**config.mk**
```make
export PLATFORM = sky130hd
export DESIGN_NAME = http_content_length_framer_core
export DESIGN_NICKNAME = d
export VERILOG_FILES = /design/src/hclf_pkg.sv /design/src/http_content_length_framer_core.sv
export VERILOG_INCLUDE_DIRS = /design/src /design/src/src
export SDC_FILE = /design/constraint.sdc
export NUM_CORES = 1
export LEC_CHECK = 0
export BUFFER_PORTS_ARGS = -buffer_cell sky130_fd_sc_hd__buf_2
export CORE_ASPECT_RATIO = 0.6
export CORE_MARGIN = 1.5
export CORE_UTILIZATION = 57
export DETAILED_ROUTE_END_ITERATION = 16
export PLACE_DENSITY = 0.79
export SLEW_MARGIN = 30
export SYNTH_ARGS = -nofsm -noshare
export SYNTH_HDL_FRONTEND = slang
export SYNTH_SLANG_ARGS = --single-unit
export TNS_END_PERCENT = 5
```
**constraint.sdc**
```tcl
create_clock -name clk_i -period 5.6 [get_ports clk_i]
set_input_delay 1.12 -clock clk_i [delete_from_list [all_inputs] [get_ports clk_i]]
set_output_delay 1.12 -clock clk_i [all_outputs]
set_load 0.02 [all_outputs]
```
**src/assert_macros.svh**
```systemverilog
// Assertion macros shared by the framer RTL.
// Depends on nothing; bodies are empty when SYNTHESIS is defined.
`ifndef ASSERT_MACROS_SVH
`define ASSERT_MACROS_SVH

`ifndef SYNTHESIS

// Property must hold at every clock edge outside reset.
`define ASSERT_AT(name, clk, rstn, prop) \
  name: assert property (@(posedge clk) disable iff (!rstn) prop) \
    else $error("%m: assertion failed");

// Condition must never be true outside reset.
`define ASSERT_NEVER(name, clk, rstn, cond) \
  name: assert property (@(posedge clk) disable iff (!rstn) !(cond)) \
    else $error("%m: forbidden condition seen");

`else

`define ASSERT_AT(name, clk, rstn, prop)
`define ASSERT_NEVER(name, clk, rstn, cond)

`endif

`endif

```
**src/hclf_pkg.sv**
```systemverilog
// Package of the Content-Length request framer: widths, characters, types.
// Used by http_content_length_framer_core; depends on nothing.
`default_nettype none

package hclf_pkg;

  // Width of the accumulated length value
  localparam int unsigned LenBits = 32;
  // Width of the reported body length
  localparam int unsigned OutLenBits = 32;
  // Keyword "Content-Length:"
  localparam int unsigned KeywordLen = 15;
  localparam int unsigned KwIdxBits = $clog2(KeywordLen);

  localparam logic [7:0] CHAR_CR  = 8'h0D;
  localparam logic [7:0] CHAR_LF  = 8'h0A;
  localparam logic [7:0] CHAR_SP  = 8'h20;
  localparam logic [7:0] CHAR_TAB = 8'h09;
  localparam logic [7:0] CHAR_0   = 8'h30;
  localparam logic [7:0] CHAR_9   = 8'h39;

  // Result status; also the recorded length fault
  typedef enum logic [1:0] {
    ST_OK        = 2'd0,
    ST_MALFORMED = 2'd1,
    ST_OVERFLOW  = 2'd2
  } status_e;

  // Progress on the length value
  typedef enum logic [1:0] {
    LP_SEARCH = 2'd0,
    LP_BLANKS = 2'd1,
    LP_DIGITS = 2'd2,
    LP_DONE   = 2'd3
  } length_phase_e;

  typedef logic [LenBits-1:0]   len_t;
  typedef logic [KwIdxBits-1:0] kw_idx_t;

  // Character of the keyword at a given position
  function automatic logic [7:0] kw_char(input kw_idx_t idx);
    logic [7:0] c;
    case (idx)
      4'd0:    c = 8'h43; // C
      4'd1:    c = 8'h6F; // o
      4'd2:    c = 8'h6E; // n
      4'd3:    c = 8'h74; // t
      4'd4:    c = 8'h65; // e
      4'd5:    c = 8'h6E; // n
      4'd6:    c = 8'h74; // t
      4'd7:    c = 8'h2D; // -
      4'd8:    c = 8'h4C; // L
      4'd9:    c = 8'h65; // e
      4'd10:   c = 8'h6E; // n
      4'd11:   c = 8'h67; // g
      4'd12:   c = 8'h74; // t
      4'd13:   c = 8'h68; // h
      4'd14:   c = 8'h3A; // :
      default: c = 8'h00;
    endcase
    return c;
  endfunction

endpackage

`default_nettype wire

```
**src/http_content_length_framer_core.sv**
```systemverilog
// Channel    | handshake                | payload
// -----------+--------------------------+------------------------------
// byte in    | in_valid_i / in_stall_o  | data_byte_i[7:0]
// result out | out_valid_o / out_stall_i| body_length_o[31:0], status_o
//
// Takes one byte per clock with no bubbles while the result side is not stalled; the byte that
// completes a request passes through the input register and then the result register.
// The per-byte step is the keyword/delimiter match and a x10 accumulate.
// rst_ni clears all framing state and both valid flags at once.
// A stall on a valid result holds the input register and, while it holds a byte, raises in_stall_o.
//
// Depends on hclf_pkg and assert_macros.svh.
`default_nettype none
`include "assert_macros.svh"

module http_content_length_framer_core
  import hclf_pkg::*;
(
  input  wire logic        clk_i,
  input  wire logic        rst_ni,
  input  wire logic        in_valid_i,
  output logic             in_stall_o,
  input  wire logic [7:0]  data_byte_i,
  output logic             out_valid_o,
  input  wire logic        out_stall_i,
  output logic [31:0]      body_length_o,
  output logic [1:0]       status_o
);

  // Input register
  logic       in_valid_q;
  logic [7:0] byte_q;

  // Framing state
  logic [1:0]    delim_q, delim_d;
  kw_idx_t       kw_q, kw_d;
  length_phase_e phase_q, phase_d;
  len_t          clen_q, clen_d;
  logic          in_body_q, in_body_d;
  len_t          bcount_q, bcount_d;
  status_e       fault_q, fault_d;

  // Result register
  logic                  out_valid_q;
  logic [OutLenBits-1:0] out_len_q, out_len_d;
  status_e               out_status_q, out_status_d;

  logic out_free;
  logic advance;
  logic emit;

  // Work on the next step
  logic                is_digit;
  logic [LenBits+3:0]  acc_sum;
  logic                acc_ovf;
  len_t                bcount_inc;
  logic                hdr_end;

  assign out_free   = !out_valid_q || !out_stall_i;
  assign advance    = in_valid_q && out_free;
  assign in_stall_o = in_valid_q && !out_free;

  assign is_digit   = (byte_q >= CHAR_0) && (byte_q <= CHAR_9);
  // c*10 + d, checked for carry past LenBits
  assign acc_sum    = ({4'b0, clen_q} << 3) + ({4'b0, clen_q} << 1)
                      + {{(LenBits){1'b0}}, 4'(byte_q - CHAR_0)};
  assign acc_ovf    = |acc_sum[LenBits+3:LenBits];
  assign bcount_inc = bcount_q + len_t'(1);
  assign hdr_end    = (byte_q == CHAR_LF) && (delim_q == 2'd3);

  // Next framing state
  always_comb begin
    delim_d   = delim_q;
    kw_d      = kw_q;
    phase_d   = phase_q;
    clen_d    = clen_q;
    in_body_d = in_body_q;
    bcount_d  = bcount_q;
    fault_d   = fault_q;

    if (in_body_q) begin
      bcount_d = bcount_inc;
    end else begin
      // Track keyword and length value
      case (phase_q)
        LP_SEARCH: begin
          if (byte_q == kw_char(kw_q)) begin
            if (kw_q == kw_idx_t'(KeywordLen - 1)) begin
              kw_d    = '0;
              phase_d = LP_BLANKS;
            end else begin
              kw_d = kw_q + kw_idx_t'(1);
            end
          end else begin
            kw_d = (byte_q == kw_char('0)) ? kw_idx_t'(1) : '0;
          end
        end
        LP_BLANKS: begin
          if (byte_q == CHAR_SP || byte_q == CHAR_TAB) begin
            phase_d = LP_BLANKS;
          end else if (!is_digit) begin
            fault_d = ST_MALFORMED;
            phase_d = LP_DONE;
          end else begin
            phase_d = LP_DIGITS;
            clen_d  = acc_sum[LenBits-1:0];
          end
        end
        LP_DIGITS: begin
          if (!is_digit) begin
            phase_d = LP_DONE;
          end else if (acc_ovf) begin
            fault_d = ST_OVERFLOW;
            phase_d = LP_DONE;
          end else begin
            clen_d = acc_sum[LenBits-1:0];
          end
        end
        default: begin
          phase_d = LP_DONE;
        end
      endcase

      // Track the header terminator
      if (byte_q == CHAR_CR) begin
        delim_d = (delim_q == 2'd2) ? 2'd3 : 2'd1;
      end else if (byte_q == CHAR_LF) begin
        if (delim_q == 2'd1) begin
          delim_d = 2'd2;
        end else if (delim_q == 2'd3) begin
          delim_d   = 2'd0;
          in_body_d = 1'b1;
          bcount_d  = '0;
        end else begin
          delim_d = 2'd0;
        end
      end else begin
        delim_d = 2'd0;
      end
    end

    // Restart after a reported request
    if (emit) begin
      delim_d   = 2'd0;
      kw_d      = '0;
      phase_d   = LP_SEARCH;
      clen_d    = '0;
      in_body_d = 1'b0;
      bcount_d  = '0;
      fault_d   = ST_OK;
    end
  end

  // Result of the step; the CR before the closing LF has already ended any value
  always_comb begin
    emit         = 1'b0;
    out_len_d    = OutLenBits'(clen_q);
    out_status_d = ST_OK;
    if (in_body_q) begin
      emit = (bcount_inc >= clen_q);
    end else if (hdr_end) begin
      if (fault_q != ST_OK) begin
        emit         = 1'b1;
        out_len_d    = '0;
        out_status_d = fault_q;
      end else if (clen_q == '0) begin
        emit      = 1'b1;
        out_len_d = '0;
      end
    end
  end

  // Input register: hold while the result side is stalled
  always_ff @(posedge clk_i or negedge rst_ni) begin
    if (!rst_ni) begin
      in_valid_q <= 1'b0;
    end else if (in_valid_i && !in_stall_o) begin
      in_valid_q <= 1'b1;
    end else if (advance) begin
      in_valid_q <= 1'b0;
    end
  end

  always_ff @(posedge clk_i) begin
    if (in_valid_i && !in_stall_o) begin
      byte_q <= data_byte_i;
    end
  end

  // Framing state: advance once per processed beat
  always_ff @(posedge clk_i or negedge rst_ni) begin
    if (!rst_ni) begin
      delim_q   <= 2'd0;
      kw_q      <= '0;
      phase_q   <= LP_SEARCH;
      clen_q    <= '0;
      in_body_q <= 1'b0;
      bcount_q  <= '0;
      fault_q   <= ST_OK;
    end else if (advance) begin
      delim_q   <= delim_d;
      kw_q      <= kw_d;
      phase_q   <= phase_d;
      clen_q    <= clen_d;
      in_body_q <= in_body_d;
      bcount_q  <= bcount_d;
      fault_q   <= fault_d;
    end
  end

  // Result register
  always_ff @(posedge clk_i or negedge rst_ni) begin
    if (!rst_ni) begin
      out_valid_q <= 1'b0;
    end else if (out_free) begin
      out_valid_q <= advance && emit;
    end
  end

  always_ff @(posedge clk_i) begin
    if (advance && emit) begin
      out_len_q    <= out_len_d;
      out_status_q <= out_status_d;
    end
  end

  assign out_valid_o   = out_valid_q;
  assign body_length_o = out_len_q;
  assign status_o      = out_status_q;

  // Checks on framing state and results
  `ASSERT_AT(a_err_zero_len, clk_i, rst_ni,
             out_valid_o && status_o != ST_OK |-> body_length_o == '0)
  `ASSERT_NEVER(a_body_zero_len, clk_i, rst_ni, in_body_q && clen_q == '0)
  `ASSERT_NEVER(a_body_count_range, clk_i, rst_ni, in_body_q && bcount_q >= clen_q)
  `ASSERT_AT(a_fault_ends_value, clk_i, rst_ni,
             fault_q != ST_OK |-> phase_q == LP_DONE && !in_body_q)
  `ASSERT_NEVER(a_kw_range, clk_i, rst_ni, kw_q > kw_idx_t'(KeywordLen - 1))

endmodule

`default_nettype wire
```
==> Yosys cells after proc, flatten, opt, wreduce, memory -nomap -nowiden <==
Memories as Yosys holds them, arrays and structs flattened.
Cells that the tools add are included.
{ "totals": {"elab_cells": 134, "inputBits": 12, "n_memories": 1, "out_inout_bits": 36, "mem_bits_ro": 112, "ff_bits": 119} }
{ "classes": {"n_addsub": 5, "bitwise_logic": 2, "magnitude_cmp": 3, "reduce_logical": 28, "n_eq_ne": 24, "muxes": 59} }
{ "memory_table": {"columns": ["memory", "words", "word_bits", "rd", "rd_clocked_by_memory_dff", "write_ports", "line_no", "text"], "rows": [
  ["(no name shown)", 16, 7, 1, 0, 0, "hclf_pkg.sv:43", "case (idx)"]
]} }
{ "op_table": {"columns": ["cell", "n"], "rows": [
  ["two-way mux 32 bit", 16],
  ["one-hot mux 32 bit (2 select lines)", 1],
  ["two-way mux 2 bit", 19],
  ["adder 35 x 33 -> 36 bit", 1],
  ["adder 36 x 4 -> 36 bit", 1],
  ["adder 32 x 1 -> 32 bit, second input constant", 1],
  [">= comparator 32 bit", 1],
  ["logical NOT 32 bit", 1],
  ["inequality test 3 bit, second input constant", 10],
  ["== test 8 x 4 -> 1 bit, second input constant", 3],
  ["two-way mux 4 bit", 5],
  ["two-way mux 8 bit", 2],
  ["two-way mux 1 bit", 14],
  ["AND reduction 7 bit", 2],
  ["AND reduction 5 bit", 2],
  ["nonzero test 3 bit", 3],
  ["== test 8 x 6 -> 1 bit, second input constant", 1],
  ["== test 8 x 7 -> 1 bit, second input constant", 1],
  ["== test 8 bit", 1],
  [">= comparator 8 x 6 -> 1 bit, second input constant", 1],
  ["<= comparator 8 x 6 -> 1 bit, second input constant", 1],
  ["== test 2 bit, second input constant", 3],
  ["logical AND 1 bit", 6],
  ["one-hot mux 2 bit (3 select lines)", 1],
  ["other kinds (16)", 24]
]} }

==> Depth between registers and ports, before layout <==
{ "logic_depth": {"word_depth": 8, "depth_mapped": 20} }

==> Least setup slack after synthesis <==
No wires, ideal clock.
{ "synth_path": {"path_type": "reg-to-reg", "from": "reg bcount_q[0]", "to": "reg out_len_q[0], in the netlist body_length_o[0], enable pin", "path_slack_ns": -0.069, "path_stages_with_launch": 18, "required_ns": 5.170, "period_less_slack_ns": 5.669, "arrival_ns": 5.239, "path_cell_list": "dfrtp_1 ha_1 clkbuf_1 nand3_1 nor3_1 and3_1 and2_1 nand4_1 xnor2_1 ha_1 nand4_1 nor4_1 a2111o_1 a31oi_1 and2b_2 buf_2 inv_1 nor2_1"} }
{ "synth_between": {"elab_chain_cells": 4} }
{ "synth_lines": {"columns": ["item", "line_no", "text"], "rows": [
  ["start: declaration", "http_content_length_framer_core.sv:40", "len_t bcount_q, bcount_d;"],
  ["start signal: assignment", "http_content_length_framer_core.sv:206", "bcount_q <= bcount_d;"],
  ["adder 32 x 1 -> 32 bit", "http_content_length_framer_core.sv:68", "assign bcount_inc = bcount_q + len_t'(1);"],
  [">= comparator 32 bit", "http_content_length_framer_core.sv:160", "emit = (bcount_inc >= clen_q);"],
  ["two-way mux 1 bit", "http_content_length_framer_core.sv:159", "if (in_body_q) begin"],
  ["logical AND 1 bit", "http_content_length_framer_core.sv:221", "if (advance && emit) begin"],
  ["end signal: assignment", "http_content_length_framer_core.sv:222", "out_len_q <= out_len_d;"],
  ["end: declaration", "http_content_length_framer_core.sv:45", "logic [OutLenBits-1:0] out_len_q, out_len_d;"]
]} }
Every way passes these cells.
A chain may end at the register's enable or synchronous reset.

==> Worst setup path after layout <==
{ "layout_path": {"from": "reg bcount_q[2]", "to": "reg kw_q[3]"} }
{ "layout_between": {"elab_chain_cells": 5, "elab_cells_between_ends": 7} }
{ "layout_lines": {"columns": ["item", "line_no", "text"], "rows": [
  ["adder 32 x 1 -> 32 bit (*)", "http_content_length_framer_core.sv:68", null],
  [">= comparator 32 bit (*)", "http_content_length_framer_core.sv:160", null],
  ["two-way mux 1 bit (*)", "http_content_length_framer_core.sv:159", null],
  ["inequality test 2 x 1 -> 1 bit (no source line) / nonzero test 2 bit (equally long branches)", null, null],
  ["AND reduction 3 bit (no source line)", null, null],
  ["end signal: assignment", "http_content_length_framer_core.sv:202", "kw_q <= kw_d;"],
  ["end: declaration", "http_content_length_framer_core.sv:36", "kw_idx_t kw_q, kw_d;"]
]} }
Every way passes the cells marked *; elsewhere a longest branch is shown, timed or not.

==> summary.md <==
| Metric | Value |
|---|---|
| Syn-to-layout area delta | `11.5%` |
| Top-count cell post-synth | `ha_1` |
| Filler cell count | `1154` |
| Overflow after GRT | `0` |
| Die Wd | `164 um` |
| Endpoints failing setup | `0` |
| Post-route setup TNS | `0 ns` |
| Final non-filler cell total | `1174` |
| Post-DR wirelength/cell | `18.8 um` |
| Vias in the first global route | `6787` |
| Clock skew | `0.0131 ns` |
| Core area | `15300 um2` |
| Die ar. | `16300 um2` |
| Hold_buf cts | `0` |
| PwrDens | `212 nW/um2` |
| Post-Syn Instances | `922` |
| Initial Util | `57.9%` |
| Fin. Hold Viols | `0` |
| Setup Buffers After CTS | `0` |
| Drt first pass iters | `5` |
| Initial antenna violation count | `0` |
| Port Buffers | `47` |
| CTS Root Cell | `clkbuf_16` |
| RePlAce Congestion | `0.949` |
| Die height | `99.6 um` |
| Slew Limit Fails | `0` |
| # IOs | `48` |
| Slowest stage delay, CP | `0.56 ns` |
| Number of CTS-inserted buffers | `17` |
| XOR/XNOR Fraction of Synth Area | `5.83%` |
| Crit-path max FO | `21` |
| Critical Path RT | `5.96 ns` |
| CP cell instances | `and4_1, nand4_1, nor2_1, and4_1, nand3_1, or2_1, xnor2_1, ha_1, nand4_1, nor3_1, a221o_1, a2111o_1, a31oi_2, buf_4, nor2_1, or3b_2, nor3_1, a21o_1` |
| Worst hold path class | `reg2reg` |
| Main combinational cell family by area after synthesis | `compound AO/OA/AOI/OAI gates` |
| RSZ-0062 raised after global routing | `false` |
| Clock-pin slew on the worst setup and hold paths | `0.06 ns` |
| WS Path Type | `reg2reg` |
| Nets | `1072` |
| Number of flops mapped to enable cells by yosys | `42` |
| Post-synthesis mux area share | `0.466%` |
| Synth area leaders | `dfrtp_1 22%, edfxtp_1 14%, ha_1 14%` |
| Vias per inst | `6.43` |
| Max clock buf depth | `2` |
| DRC Markers | `0` |
| Tcrit/Tclk final | `92.5%` |
| Dpl cells | `1142` |
| Post-synthesis net count | `1036` |
| Skew-Pair Late Insertion Delay | `0.43 ns` |
| Worst setup SP type | `register` |
| Worst slew pin tran | `0.950 ns` |
| Mapped Area | `8860 um2` |
| Post-synthesis average cell area | `9.61 um2` |
| Final WS setup | `0.417 ns` |
| Area share of fa/ha/maj cells after synthesis | `14.7%` |
| Area share of and/or/nand/nor cells after synthesis | `15.1%` |
| Async set-or-reset flop fraction in the synthesized netlist | `64.7%` |
| Post-synthesis compound-gate area fraction | `23.1%` |
| Commonest cells in the synthesized netlist | `100 x ha_1, 77 x dfrtp_1, 55 x a21oi_1` |
| CTS tree | `done` |
| Arr. time, crit path | `5.55 ns` |
| Total Wirelength | `22100 um` |
| Status | `finished, final reports clean` |
| Max_cap viols | `0` |
| Area share of the largest cell type after synthesis | `21.8%` |
| Seq/Total Area, Yosys | `36.0%` |
| Leak Pwr | `4.42 nW` |
| Highest Clock Rate | `193 MHz` |
| Crit. End Element | `register` |
| VDD IR max | `169 uV` |
| Largest net degree at the start of global routing | `78` |
| DRT antenna net count | `0` |
| Clock sinks | `119` |
| DR iter-0 viols | `842` |
| CTS HTree Levels | `4` |
| Antenna cells | `0` |
| Yosys reg bits | `119` |
| Pre-CTS WS | `0.569 ns` |
| Post-synth top area cell | `dfrtp_1` |
| Final min period | `5.18 ns` |
| Synth cell types | `83` |
| Global-route wire length before repair | `36600 um` |
| GRT Resource Usage Total | `28.9%` |
| Vias | `7546` |
| Share of cells above drive strength 1 | `15.7%` |
| Slowest-stage cell, CP | `or3b_2` |
| Ys flop type | `dfrtp_1` |
| Ys Warns | `0` |
| CTS resizes | `0` |
| Row count | `35` |
| Slew HR | `36.1%` |
| Final core utilization | `64.6%` |
| DP Wirelength | `15800 um` |
-- per-layer routing --
layer | vias to the layer above | track usage (%) | wire (um)
met3 | 35 | 5.84 | 1880
li1 | 3589 | - | -
met5 | - | 0 | 0
met4 | 0 | 7.20 | 297
met1 | 3579 | 46.3 | 11000
met2 | 343 | 38.8 | 8950
-- stage by stage --
step	area, um2	hold WS (ns)	power (mW)
after global routing	9880	0.543	2.15
after detailed placement	9270	0.497	0.967
after floorplan	8860	0.464	0.946
final	9880	0.506	2.10
after global placement	9250	0.492	0.966
after CTS	9880	0.512	2.10
-- cells by family (layout without fill, tap and decap cells) --
logic type | count (synthesis) | count (layout)
DFF | 119 | 119
muxes | 4 | 4
buffers and inverters | 96 | 145
xor gates and xnor gates | 59 | 59
AOI/OAI and AO/OA | 286 | 286
adders and majority gates | 103 | 103
and+or+nand+nor | 255 | 255
-- final cells by class --
| type | count | area (um2) | area share (%) |
|---|---|---|---|
| Multi-Input combinational cell | 707 | 5260 | 53.3 |
| Sequential cell | 119 | 3190 | 32.3 |
| Clock buffer | 18 | 450 | 4.56 |
| Timing Repair Buffer | 61 | 367 | 3.71 |
| Tap cell | 203 | 254 | 2.57 |
| Inverter | 52 | 195 | 1.98 |
| Clock inverter | 14 | 161 | 1.63 |
-- critical path, delay by kind of cell (launching register included) --
| kind | cells | cell delay, ns |
|---|---|---|
| AOI/OAI and AO/OA | 4 | 1.01 |
| xor gates and xnor gates | 1 | 0.14 |
| adders and majority gates | 1 | 0.30 |
| buffers and inverters | 1 | 0.31 |
| DFF | 1 | 0.47 |
| and+or+nand+nor | 11 | 2.90 |
-- report_power, final --
group	switching [mW]	internal (mW)	total (mW)
combinational	0.0245	0.0115	0.0361
sequential	0.00960	0.904	0.914
clock	0.453	0.692	1.15
total	0.487	1.61	2.10
-- cells in the final DEF (no fill, tap or decap), drive strengths merged, types with 17 or more instances in the layout --
| cell type | netlist | final |
|---|---|---|
| clkbuf | 31 | 18 |
| dfrtp | 77 | 77 |
| buf | 13 | 61 |
| xnor2 | 34 | 34 |
| ha | 100 | 100 |
| o21ai | 57 | 57 |
| a22o | 31 | 31 |
| a31oi | 41 | 41 |
| nand4 | 26 | 26 |
| edfxtp | 42 | 42 |
| nor2 | 52 | 52 |
| inv | 52 | 58 |
| xor2 | 25 | 25 |
| nand2 | 52 | 52 |
| a32o | 17 | 17 |
| a21oi | 55 | 55 |
| nand3 | 29 | 29 |
-- registers in the layout (all words and copies together), names as in the netlist --
signal         flops
bcount_q          32
body_length_o     32
byte_q             8
clen_q            32
delim_q            2
fault_q            2
in_body_q          1
in_valid_q         1
kw_q               4
out_valid_o        1
phase_q            2
status_o           2
-- worst paths after layout --
kind | from | slack, ns | cells after the start | endpoint
hold reg to reg | delim_q[0] | 0.51 | 2 | delim_q[0]
setup / recovery | bcount_q[2] | 0.42 | 18 | kw_q[3]
hold / removal | delim_q[0] | 0.51 | 2 | delim_q[0]
max in group asynchronous | rst_ni | 4.33 | 1 | fault_q[1]
min in group asynchronous | rst_ni | 0.71 | 1 | clen_q[30]
setup reg to reg | bcount_q[2] | 0.42 | 18 | kw_q[3]
(Power assumes the default switching activity.)
